**src/rtl/core/sqrt_continued_fraction_macros.svh**
```systemverilog
// ----------------------------------------------------------------------------
// sqrt continued fraction assertion macros
// shared property wrappers, clocked on clk and disabled during reset
// ----------------------------------------------------------------------------
`ifndef SQRT_CONTINUED_FRACTION_MACROS_SVH
`define SQRT_CONTINUED_FRACTION_MACROS_SVH

// same-cycle implication
`define SQCF_ASSERT_NOW(lbl, ante, cons, msg) \
	lbl: assert property (@(posedge clk) disable iff (!arst_n) (ante) |-> (cons)) \
		else $error(msg);

// next-cycle implication
`define SQCF_ASSERT_NEXT(lbl, ante, cons, msg) \
	lbl: assert property (@(posedge clk) disable iff (!arst_n) (ante) |=> (cons)) \
		else $error(msg);

`endif

```
**src/rtl/core/sqcf_pkg.sv**
```systemverilog
// ----------------------------------------------------------------------------
// sqcf_pkg
// shared types and constants of the square root continued fraction block
// ----------------------------------------------------------------------------
`timescale 1ns / 1ps
`default_nettype none

package sqcf_pkg;

	localparam int DEF_MAX_PERIOD   = 63;
	localparam int DEF_NUMBER_WIDTH = 32;

	localparam int IN_DATA_W  = 32;
	localparam int TERM_W     = 17;
	localparam int IDX_W      = 6;
	localparam int OUT_DATA_W = 32;
	localparam int USER_W     = 2;

	typedef enum logic [3:0] {
		ST_IDLE,
		ST_ROOT,
		ST_FIRST,
		ST_SQ,
		ST_NUM,
		ST_DIV1,
		ST_DIV2_GO,
		ST_DIV2,
		ST_PROD,
		ST_UPD,
		ST_PUSH
	} state_t;

	typedef struct packed {
		logic load;
		logic root_step;
		logic push_first;
		logic init_run;
		logic sq_calc;
		logic div_start;
		logic div_sel;
		logic nd_latch;
		logic t_latch;
		logic prod_calc;
		logic update;
		logic push_term;
	} cmd_t;

	typedef struct packed {
		logic root_last;
		logic is_square;
		logic div_done;
		logic out_free;
		logic closed;
		logic at_max;
	} sts_t;

endpackage

`default_nettype wire

```
**src/rtl/core/sqcf_div.sv**
```systemverilog
// ----------------------------------------------------------------------------
// sqcf_div
// restoring divider, one quotient bit per cycle, quotient known to fit QW bits
// ----------------------------------------------------------------------------
`timescale 1ns / 1ps
`default_nettype none

module sqcf_div #(
	parameter int DW = 32,
	parameter int QW = 17
) (
	input  wire logic          clk,
	input  wire logic          arst_n,
	input  wire logic          start,
	input  wire logic [DW-1:0] dividend,
	input  wire logic [QW-1:0] divisor,
	output logic               done,
	output logic [QW-1:0]      quotient
);

	localparam int SHW = 2 * QW - 1;
	localparam int CW  = $clog2(QW);

	logic          busy_q;
	logic [CW-1:0] cnt_q;
	logic          done_q;
	logic [DW-1:0] rem_q;
	logic [SHW-1:0] sh_q;
	logic [QW-1:0] q_q;
	logic          ge;

	assign ge = SHW'(rem_q) >= sh_q;

	always_ff @(posedge clk or negedge arst_n) begin
		if (!arst_n) begin
			busy_q <= 1'b0;
			cnt_q  <= '0;
			done_q <= 1'b0;
		end else begin
			done_q <= busy_q && (cnt_q == '0);
			if (start) begin
				busy_q <= 1'b1;
				cnt_q  <= CW'(QW - 1);
			end else if (busy_q) begin
				if (cnt_q == '0) begin
					busy_q <= 1'b0;
				end else begin
					cnt_q <= cnt_q - 1'b1;
				end
			end
		end
	end

	// divisor walks down from its top alignment, one bit per step
	always_ff @(posedge clk) begin
		if (start) begin
			rem_q <= dividend;
			sh_q  <= SHW'(divisor) << (QW - 1);
			q_q   <= '0;
		end else if (busy_q) begin
			if (ge) begin
				rem_q <= rem_q - sh_q[DW-1:0];
			end
			q_q  <= {q_q[QW-2:0], ge};
			sh_q <= sh_q >> 1;
		end
	end

	assign done     = done_q;
	assign quotient = q_q;

endmodule

`default_nettype wire

```
**src/rtl/core/sqcf_datapath.sv**
```systemverilog
// ----------------------------------------------------------------------------
// sqcf_datapath
// integer square root, term recurrence registers and the output register
// ----------------------------------------------------------------------------
`timescale 1ns / 1ps
`default_nettype none

`include "sqrt_continued_fraction_macros.svh"

module sqcf_datapath
	import sqcf_pkg::*;
#(
	parameter int MAX_PERIOD   = DEF_MAX_PERIOD,
	parameter int NUMBER_WIDTH = DEF_NUMBER_WIDTH
) (
	input  wire logic                  clk,
	input  wire logic                  arst_n,
	input  wire logic [IN_DATA_W-1:0]  number_in,
	input  wire cmd_t                  cmd,
	output sts_t                       sts,
	input  wire logic                  m_tready,
	output logic                       m_tvalid,
	output logic [OUT_DATA_W-1:0]      m_tdata,
	output logic                       m_tlast,
	output logic [USER_W-1:0]          m_tuser
);

	localparam int NW   = NUMBER_WIDTH;
	localparam int RW   = (NW + 1) / 2;
	localparam int QW   = RW + 1;
	localparam int RADW = 2 * RW;
	localparam int RCW  = $clog2(RW);
	localparam int EXW  = TERM_W + QW;
	localparam logic [IDX_W-1:0] MAX_CNT = IDX_W'(MAX_PERIOD);

	// root extraction
	logic [RCW-1:0]   rcnt_q;
	logic [RADW-1:0]  rad_q;
	logic [RW+1:0]    rem_q;
	logic [RW-1:0]    a0_q;
	logic [RW+1:0]    rem_sh;
	logic [RW+1:0]    trial;
	logic             take;

	// recurrence
	logic [NW-1:0]    n_q;
	logic [RW-1:0]    m_q;
	logic [QW-1:0]    d_q;
	logic [QW-1:0]    nd_q;
	logic [QW-1:0]    t_q;
	logic [RADW-1:0]  mm_q;
	logic [2*QW-1:0]  prod_q;
	logic [IDX_W-1:0] cnt_q;
	logic [RADW-1:0]  num_diff;
	logic [QW-1:0]    am_sum;
	logic [2*QW-1:0]  m_new;
	logic [NW-1:0]    div_dividend;
	logic [QW-1:0]    div_divisor;
	logic             div_done;
	logic [QW-1:0]    div_q;

	// output register
	logic                  valid_q;
	logic [TERM_W-1:0]     term_q;
	logic [IDX_W-1:0]      idx_q;
	logic                  last_q;
	logic [IDX_W-1:0]      plen_q;
	logic                  trunc_q;
	logic                  sq_q;
	logic [EXW-1:0]        a0_ext;
	logic [EXW-1:0]        t_ext;
	logic                  out_free;
	logic                  closed;
	logic                  at_max;
	logic                  term_end;

	// two radicand bits brought down per step
	assign rem_sh = {rem_q[RW-1:0], rad_q[RADW-1 -: 2]};
	assign trial  = {a0_q, 2'b01};
	assign take   = rem_sh >= trial;

	assign num_diff     = RADW'(n_q) - mm_q;
	assign am_sum       = QW'(a0_q) + QW'(m_q);
	assign div_dividend = cmd.div_sel ? NW'(am_sum) : num_diff[NW-1:0];
	assign div_divisor  = cmd.div_sel ? nd_q : d_q;
	assign m_new        = prod_q - (2 * QW)'(m_q);

	sqcf_div #(
		.DW (NW),
		.QW (QW)
	) u_div (
		.clk      (clk),
		.arst_n   (arst_n),
		.start    (cmd.div_start),
		.dividend (div_dividend),
		.divisor  (div_divisor),
		.done     (div_done),
		.quotient (div_q)
	);

	assign closed   = (d_q == QW'(1)) && (m_q == a0_q);
	assign at_max   = cnt_q == MAX_CNT;
	assign term_end = closed || at_max;
	assign out_free = !valid_q || m_tready;
	assign a0_ext   = {{TERM_W{1'b0}}, 1'b0, a0_q};
	assign t_ext    = {{TERM_W{1'b0}}, t_q};

	always_ff @(posedge clk or negedge arst_n) begin
		if (!arst_n) begin
			valid_q <= 1'b0;
			rcnt_q  <= '0;
		end else begin
			if (cmd.push_first || cmd.push_term) begin
				valid_q <= 1'b1;
			end else if (m_tready) begin
				valid_q <= 1'b0;
			end
			if (cmd.load) begin
				rcnt_q <= RCW'(RW - 1);
			end else if (cmd.root_step && (rcnt_q != '0)) begin
				rcnt_q <= rcnt_q - 1'b1;
			end
		end
	end

	always_ff @(posedge clk) begin
		if (cmd.load) begin
			n_q   <= NW'(number_in);
			rad_q <= RADW'(NW'(number_in));
			rem_q <= '0;
			a0_q  <= '0;
		end else if (cmd.root_step) begin
			rad_q <= {rad_q[RADW-3:0], 2'b00};
			rem_q <= take ? (rem_sh - trial) : rem_sh;
			a0_q  <= {a0_q[RW-2:0], take};
		end
		if (cmd.init_run) begin
			m_q   <= a0_q;
			d_q   <= QW'(1);
			cnt_q <= '0;
		end else if (cmd.update) begin
			m_q   <= m_new[RW-1:0];
			d_q   <= nd_q;
			cnt_q <= cnt_q + 1'b1;
		end
		if (cmd.sq_calc) begin
			mm_q <= m_q * m_q;
		end
		if (cmd.nd_latch) begin
			nd_q <= div_q;
		end
		if (cmd.t_latch) begin
			t_q <= div_q;
		end
		if (cmd.prod_calc) begin
			prod_q <= nd_q * t_q;
		end
		if (cmd.push_first) begin
			term_q  <= a0_ext[TERM_W-1:0];
			idx_q   <= '0;
			last_q  <= sts.is_square;
			plen_q  <= '0;
			trunc_q <= 1'b0;
			sq_q    <= sts.is_square;
		end else if (cmd.push_term) begin
			term_q  <= t_ext[TERM_W-1:0];
			idx_q   <= cnt_q;
			last_q  <= term_end;
			plen_q  <= term_end ? cnt_q : '0;
			trunc_q <= at_max && !closed;
			sq_q    <= 1'b0;
		end
	end

	always_comb begin
		sts           = '0;
		sts.root_last = rcnt_q == '0;
		sts.is_square = rem_q == '0;
		sts.div_done  = div_done;
		sts.out_free  = out_free;
		sts.closed    = closed;
		sts.at_max    = at_max;
	end

	assign m_tvalid = valid_q;
	assign m_tdata  = OUT_DATA_W'({plen_q, idx_q, term_q});
	assign m_tlast  = last_q;
	assign m_tuser  = {sq_q, trunc_q};

	`SQCF_ASSERT_NOW(a_push_needs_room, cmd.push_first || cmd.push_term, out_free, "result pushed over a waiting result")
	`SQCF_ASSERT_NOW(a_denominator_nonzero, cmd.div_start && !cmd.div_sel, d_q != '0, "division by a zero denominator")
	`SQCF_ASSERT_NEXT(a_max_ends_run, cmd.push_term && at_max, valid_q && last_q, "run went past the period limit")
	`SQCF_ASSERT_NOW(a_square_single, valid_q && sq_q, last_q && (idx_q == '0) && !trunc_q, "square result malformed")

endmodule

`default_nettype wire

```
**src/rtl/core/sqcf_ctrl.sv**
```systemverilog
// ----------------------------------------------------------------------------
// sqcf_ctrl
// sequencer for root extraction and the per-term divide and update steps
// ----------------------------------------------------------------------------
`timescale 1ns / 1ps
`default_nettype none

module sqcf_ctrl
	import sqcf_pkg::*;
(
	input  wire logic clk,
	input  wire logic arst_n,
	input  wire logic s_tvalid,
	output logic      s_tready,
	input  wire sts_t sts,
	output cmd_t      cmd
);

	state_t state_q;
	state_t state_d;

	always_ff @(posedge clk or negedge arst_n) begin
		if (!arst_n) begin
			state_q <= ST_IDLE;
		end else begin
			state_q <= state_d;
		end
	end

	always_comb begin
		state_d = state_q;
		case (state_q)
			ST_IDLE: begin
				if (s_tvalid) state_d = ST_ROOT;
			end
			ST_ROOT: begin
				if (sts.root_last) state_d = ST_FIRST;
			end
			ST_FIRST: begin
				if (sts.out_free) state_d = sts.is_square ? ST_IDLE : ST_SQ;
			end
			ST_SQ:      state_d = ST_NUM;
			ST_NUM:     state_d = ST_DIV1;
			ST_DIV1: begin
				if (sts.div_done) state_d = ST_DIV2_GO;
			end
			ST_DIV2_GO: state_d = ST_DIV2;
			ST_DIV2: begin
				if (sts.div_done) state_d = ST_PROD;
			end
			ST_PROD:    state_d = ST_UPD;
			ST_UPD:     state_d = ST_PUSH;
			ST_PUSH: begin
				if (sts.out_free) state_d = (sts.closed || sts.at_max) ? ST_IDLE : ST_SQ;
			end
			default:    state_d = ST_IDLE;
		endcase
	end

	always_comb begin
		cmd      = '0;
		s_tready = 1'b0;
		case (state_q)
			ST_IDLE: begin
				s_tready = 1'b1;
				cmd.load = s_tvalid;
			end
			ST_ROOT:    cmd.root_step = 1'b1;
			ST_FIRST: begin
				cmd.push_first = sts.out_free;
				cmd.init_run   = sts.out_free;
			end
			ST_SQ:      cmd.sq_calc = 1'b1;
			ST_NUM:     cmd.div_start = 1'b1;
			ST_DIV1:    cmd.nd_latch = sts.div_done;
			ST_DIV2_GO: begin
				cmd.div_start = 1'b1;
				cmd.div_sel   = 1'b1;
			end
			ST_DIV2:    cmd.t_latch = sts.div_done;
			ST_PROD:    cmd.prod_calc = 1'b1;
			ST_UPD:     cmd.update = 1'b1;
			ST_PUSH:    cmd.push_term = sts.out_free;
			default: begin
				cmd      = '0;
				s_tready = 1'b0;
			end
		endcase
	end

endmodule

`default_nettype wire

```
**src/rtl/core/sqrt_continued_fraction.sv**
```systemverilog
// ----------------------------------------------------------------------------
// sqrt_continued_fraction
// continued fraction expansion of the square root of a natural number
// ----------------------------------------------------------------------------
// usage:
//   s_* channel takes one item, the number n, in s_tdata. s_tready is high
//   only while no expansion runs; a result still waiting on m_* does not hold
//   off the next item.
//   m_* channel gives the integer part a0 first, then one item per periodic
//   term; m_tlast marks the final item of a number's run, which also carries
//   the period length. m_tuser flags a perfect square (single item) or a run
//   cut off at MAX_PERIOD terms.
//   a0 is extracted one bit per step, R = ceil(NUMBER_WIDTH/2) bits (16 by
//   default); each further term runs the shared one-bit-per-cycle divider
//   twice.
//   a stalled receiver holds the output register; the sequencer waits at its
//   next result until the register frees, so nothing is dropped.
//   reset clears the sequencer and the output valid; no item is pending after.
// ----------------------------------------------------------------------------
`timescale 1ns / 1ps
`default_nettype none

module sqrt_continued_fraction
	import sqcf_pkg::*;
#(
	parameter int MAX_PERIOD   = DEF_MAX_PERIOD,
	parameter int NUMBER_WIDTH = DEF_NUMBER_WIDTH
) (
	input  wire logic                  clk,
	input  wire logic                  arst_n,
	input  wire logic                  s_tvalid,
	output logic                       s_tready,
	input  wire logic [IN_DATA_W-1:0]  s_tdata,  // [31:0] number_in
	output logic                       m_tvalid,
	input  wire logic                  m_tready,
	output logic [OUT_DATA_W-1:0]      m_tdata,  // [16:0] term, [22:17] term_index,
	                                             // [28:23] period_length, [31:29] zero
	output logic                       m_tlast,
	output logic [USER_W-1:0]          m_tuser   // [0] truncated, [1] square_error
);

	cmd_t cmd;
	sts_t sts;

	sqcf_ctrl u_ctrl (
		.clk      (clk),
		.arst_n   (arst_n),
		.s_tvalid (s_tvalid),
		.s_tready (s_tready),
		.sts      (sts),
		.cmd      (cmd)
	);

	sqcf_datapath #(
		.MAX_PERIOD   (MAX_PERIOD),
		.NUMBER_WIDTH (NUMBER_WIDTH)
	) u_datapath (
		.clk       (clk),
		.arst_n    (arst_n),
		.number_in (s_tdata),
		.cmd       (cmd),
		.sts       (sts),
		.m_tready  (m_tready),
		.m_tvalid  (m_tvalid),
		.m_tdata   (m_tdata),
		.m_tlast   (m_tlast),
		.m_tuser   (m_tuser)
	);

endmodule

`default_nettype wire

```
**config.mk**
```make
export PLATFORM = sky130hd
export DESIGN_NAME = sqrt_continued_fraction
export DESIGN_NICKNAME = d
export VERILOG_FILES = /design/src/rtl/core/sqcf_pkg.sv /design/src/rtl/core/sqcf_div.sv /design/src/rtl/core/sqcf_datapath.sv /design/src/rtl/core/sqcf_ctrl.sv /design/src/rtl/core/sqrt_continued_fraction.sv
export VERILOG_INCLUDE_DIRS = /design/src /design/src/rtl/core
export SDC_FILE = /design/constraint.sdc
export NUM_CORES = 1
export LEC_CHECK = 0
export ABC_AREA = 0
export BUFFER_PORTS_ARGS = -buffer_cell sky130_fd_sc_hd__buf_4
export CAP_MARGIN = 20
export CORE_UTILIZATION = 52
export DETAILED_ROUTE_END_ITERATION = 7
export HOLD_SLACK_MARGIN = 0.03
export PLACE_DENSITY = 0.78
export SLEW_MARGIN = 40
export SYNTH_ARGS = -nofsm -noshare
export SYNTH_HDL_FRONTEND = slang
export SYNTH_SLANG_ARGS = --single-unit
```
**constraint.sdc**
```tcl
create_clock -name clk -period 17.75 [get_ports clk]
set_input_delay 2.6625 -clock clk [delete_from_list [all_inputs] [get_ports clk]]
set_output_delay 2.6625 -clock clk [all_outputs]
set_load 0.01 [all_outputs]
```
==> impl_metrics.json <==
{
  "wirelength_um": 73400,
  "synth-seq-cells": 348,
  "cts_buffers": 39,
  "slew_violations": 0,
  "cts_setup_buffers": 0,
  "drt_iter0_markers": 1794,
  "hpwlAfterDp_um": 56700,
  "min_period_ns": 6.95,
  "tightest_slew_ns": 0.833,
  "yosysWarnings": 0,
  "antenna_found_initial": 0,
  "maxCapViolations": 0,
  "area_growth_pct": 8.61,
  "hp-class": "reg2reg",
  "start_kind": "register",
  "die_h_um": 241,
  "yosysSeqAreaShare_pct": 31.5,
  "relSlewSlack_pct": 43.9,
  "routedWlPerCell_um": 18.6,
  "rr_worst_depth": 24,
  "final_common_cell": "inv_1",
  "ctsHoldBuffers": 0,
  "ys.flop_type": "edfxtp_1",
  "grt_first_pass_wirelength_um": 116000,
  "final_layout_size_suffix_gt1_share_pct": 6.48,
  "setup_viol": 0,
  "antenna_cells": 0,
  "hold_path_end": "u_datapath.idx_q[4]$_SDFFE_PP0P_",
  "grt_usage_pct": 25.9,
  "core_area_mm2": 0.0563,
  "layout_common_cells": "479 x inv_1, 422 x nand2_1, 267 x ha_1",
  "hp-start": "u_datapath.idx_q[4]$_SDFFE_PP0P_",
  "end_kind": "register",
  "start_util_pct": 52.6,
  "crit_arrival_ns": 7.26,
  "grt_setup_unrepaired": "no",
  "dp.cells": 3875,
  "ant_nets": 0,
  "gp_congestion": 0.977,
  "ctsHtreeMaxLevel": 2,
  "drcViolationCount": 0,
  "cp_max_fo": 16,
  "grt_max_degree": 63,
  "grt_pass1_vias": 21791,
  "core.rowCount": 87,
  "status": "complete, no violations",
  "port_buffers": 69,
  "firstDrtPassIters": 6,
  "vias": 22170,
  "final-hold-violation-count": 0,
  "root_buffer": "clkbuf_16",
  "regToRegEndpoint": "u_datapath.mm_q[30]$_DFFE_PP_",
  "fin_setup_tns_ns": 0,
  "cts_tree": "yes",
  "io_pins": 73,
  "layout.nets": 3709,
  "skew_ns": 0.0193,
  "dieArea_mm2": 0.0579,
  "clk_latency_ns": 0.58,
  "clock-sinks": 348,
  "holdPathStages": 2,
  "required_ns": 18.07,
  "synth_cell_type_count": 88,
  "syn_area_mm2": 0.0296,
  "timing.final.crit_share_pct": 39.1,
  "max_freq_mhz": 144,
  "avgViaCountPerCell": 5.62,
  "path_class": "reg2reg",
  "reg2reg_from": "u_datapath.m_q[1]$_DFFE_PP_",
  "instances_no_fill": 3948,
  "clk_pin_slew_worst_paths_ns": 0.06,
  "reg2reg_setup_slack_ns": 10.80,
  "synth_edf_count": 228,
  "grt_overflow": 0,
  "syn_inst": 3136,
  "clockBufferDepth": 3,
  "chipWidth_um": 241,
  "syn_area_per_cell_um2": 9.44,
  "cts-resized-gates": 0,
  "async_reset_ff_share_pct": 4.60
}
## routing by layer
| metal | track usage (%) | part of all wire [%] |
|---|---|---|
| met1 | 35.5 | 43 |
| met2 | 42.2 | 47 |
| met3 | 3.49 | 7.1 |
| met4 | 8.82 | 3.3 |
| met5 | 0 | 0 |
## cells by family (layout without fill, tap and decap cells)
group	after synthesis	in the layout	synth area share, %
AOI/OAI and AO/OA	521	521	11.6
xor gates and xnor gates	163	163	4.82
adders and majority gates	512	512	27.9
buffers and inverters	597	651	7.66
DFF	348	348	31.5
muxes	65	65	2.21
other	1	3	0.0127
and+or+nand+nor	929	929	14.3
## critical path, stage by stage (launching register included)
cell       delay (ns)
edfxtp_1         0.71
clkinv_1         0.48
nor2_1           0.30
fa_1             0.20
inv_1            0.06
fa_1             0.52
inv_1            0.05
fa_1             0.50
inv_1            0.06
fa_1             0.53
inv_1            0.05
fa_1             0.47
inv_1            0.05
fa_1             0.47
inv_1            0.04
ha_1             0.37
and4_1           0.30
o2111ai_1        0.13
o2bb2ai_1        0.30
a221oi_2         0.14
o21ai_2          0.26
a41oi_2          0.17
a21oi_1          0.23
a311oi_2         0.14
xnor2_1          0.14
## synthesized netlist by cell type (16+ instances only)
library cell  count  share of area [%]
clkbuf_1         91                1.2
o21bai_1         16               0.41
a211oi_1         29               0.74
xnor2_1         113                3.3
dfrtp_1          16                1.4
mux2i_1          63                2.1
or3_1            23               0.49
fa_1            245                 17
nand2_1         423                5.4
xor2_1           50                1.5
nand3_1          60                1.0
edfxtp_1        228                 23
nand2b_1         23               0.49
dfxtp_1         104                7.0
a21oi_1         143                2.4
a21o_1           54                1.4
o21ai_0         125                2.1
o21a_1           24               0.61
nor3_1           41               0.69
and3_1           18               0.38
inv_1           480                6.1
nor2_1          179                2.3
nor2b_1          19               0.40
and2_1           88                1.9
ha_1            267                 11
## stage by stage
step,util (%),setup slack [ns],hold slack [ns],instance area [µm²]
2_1_floorplan,-,11.43,0.425,29600
3_3_place_gp,54.8,11.00,0.444,30800
3_5_place_dp,54.8,10.81,0.447,30800
4_1_cts,57.1,10.82,0.462,32100
5_1_grt,57.1,10.38,0.490,32100
6_report,57.1,10.80,0.455,32100
## cell type report
type | count | area [µm²]
timing repair buffer | 94 | 706
fill | 4750 | 24100
multi-input combinational | 2193 | 18000
clock buffer | 46 | 1010
tap | 756 | 946
sequential | 348 | 9330
inverter | 485 | 1820
clock inverter | 26 | 277
## sequential cells by signal, indices dropped and copies added, names as in the netlist, 4 cells and up
signal	flops
u_datapath.term_q	17
u_datapath.a0_q	16
u_datapath.nd_q	17
u_datapath.rcnt_q	4
u_datapath.u_div.sh_q	33
u_ctrl.state_q	4
u_datapath.u_div.rem_q	32
u_datapath.m_q	16
u_datapath.plen_q	6
u_datapath.u_div.quotient	17
u_datapath.t_q	17
u_datapath.d_q	17
u_datapath.rem_q	18
u_datapath.u_div.cnt_q	5
u_datapath.idx_q	6
u_datapath.rad_q	32
u_datapath.cnt_q	6
u_datapath.prod_q	16
u_datapath.n_q	32
u_datapath.mm_q	31
## worst max-delay path by stage
| stage | from | endpoint | slack [ns] | depth (start not counted) |
|---|---|---|---|---|
| 2_1_floorplan | u_datapath.m_q[8]$_DFFE_PP_ | u_datapath.mm_q[31]$_DFFE_PP_ | 11.43 | 25 |
| 3_3_place_gp | u_datapath.m_q[1]$_DFFE_PP_ | u_datapath.mm_q[30]$_DFFE_PP_ | 11.00 | 24 |
| 3_5_place_dp | u_datapath.m_q[1]$_DFFE_PP_ | u_datapath.mm_q[30]$_DFFE_PP_ | 10.81 | 24 |
| 4_1_cts | u_datapath.m_q[1]$_DFFE_PP_ | u_datapath.mm_q[30]$_DFFE_PP_ | 10.82 | 24 |
| 5_1_grt | u_datapath.m_q[1]$_DFFE_PP_ | u_datapath.mm_q[30]$_DFFE_PP_ | 10.38 | 24 |
| 6_report | u_datapath.m_q[1]$_DFFE_PP_ | u_datapath.mm_q[30]$_DFFE_PP_ | 10.80 | 24 |
Power is not shown: default switching activity piles up to over one toggle a cycle in this logic, so the estimate is an artifact.
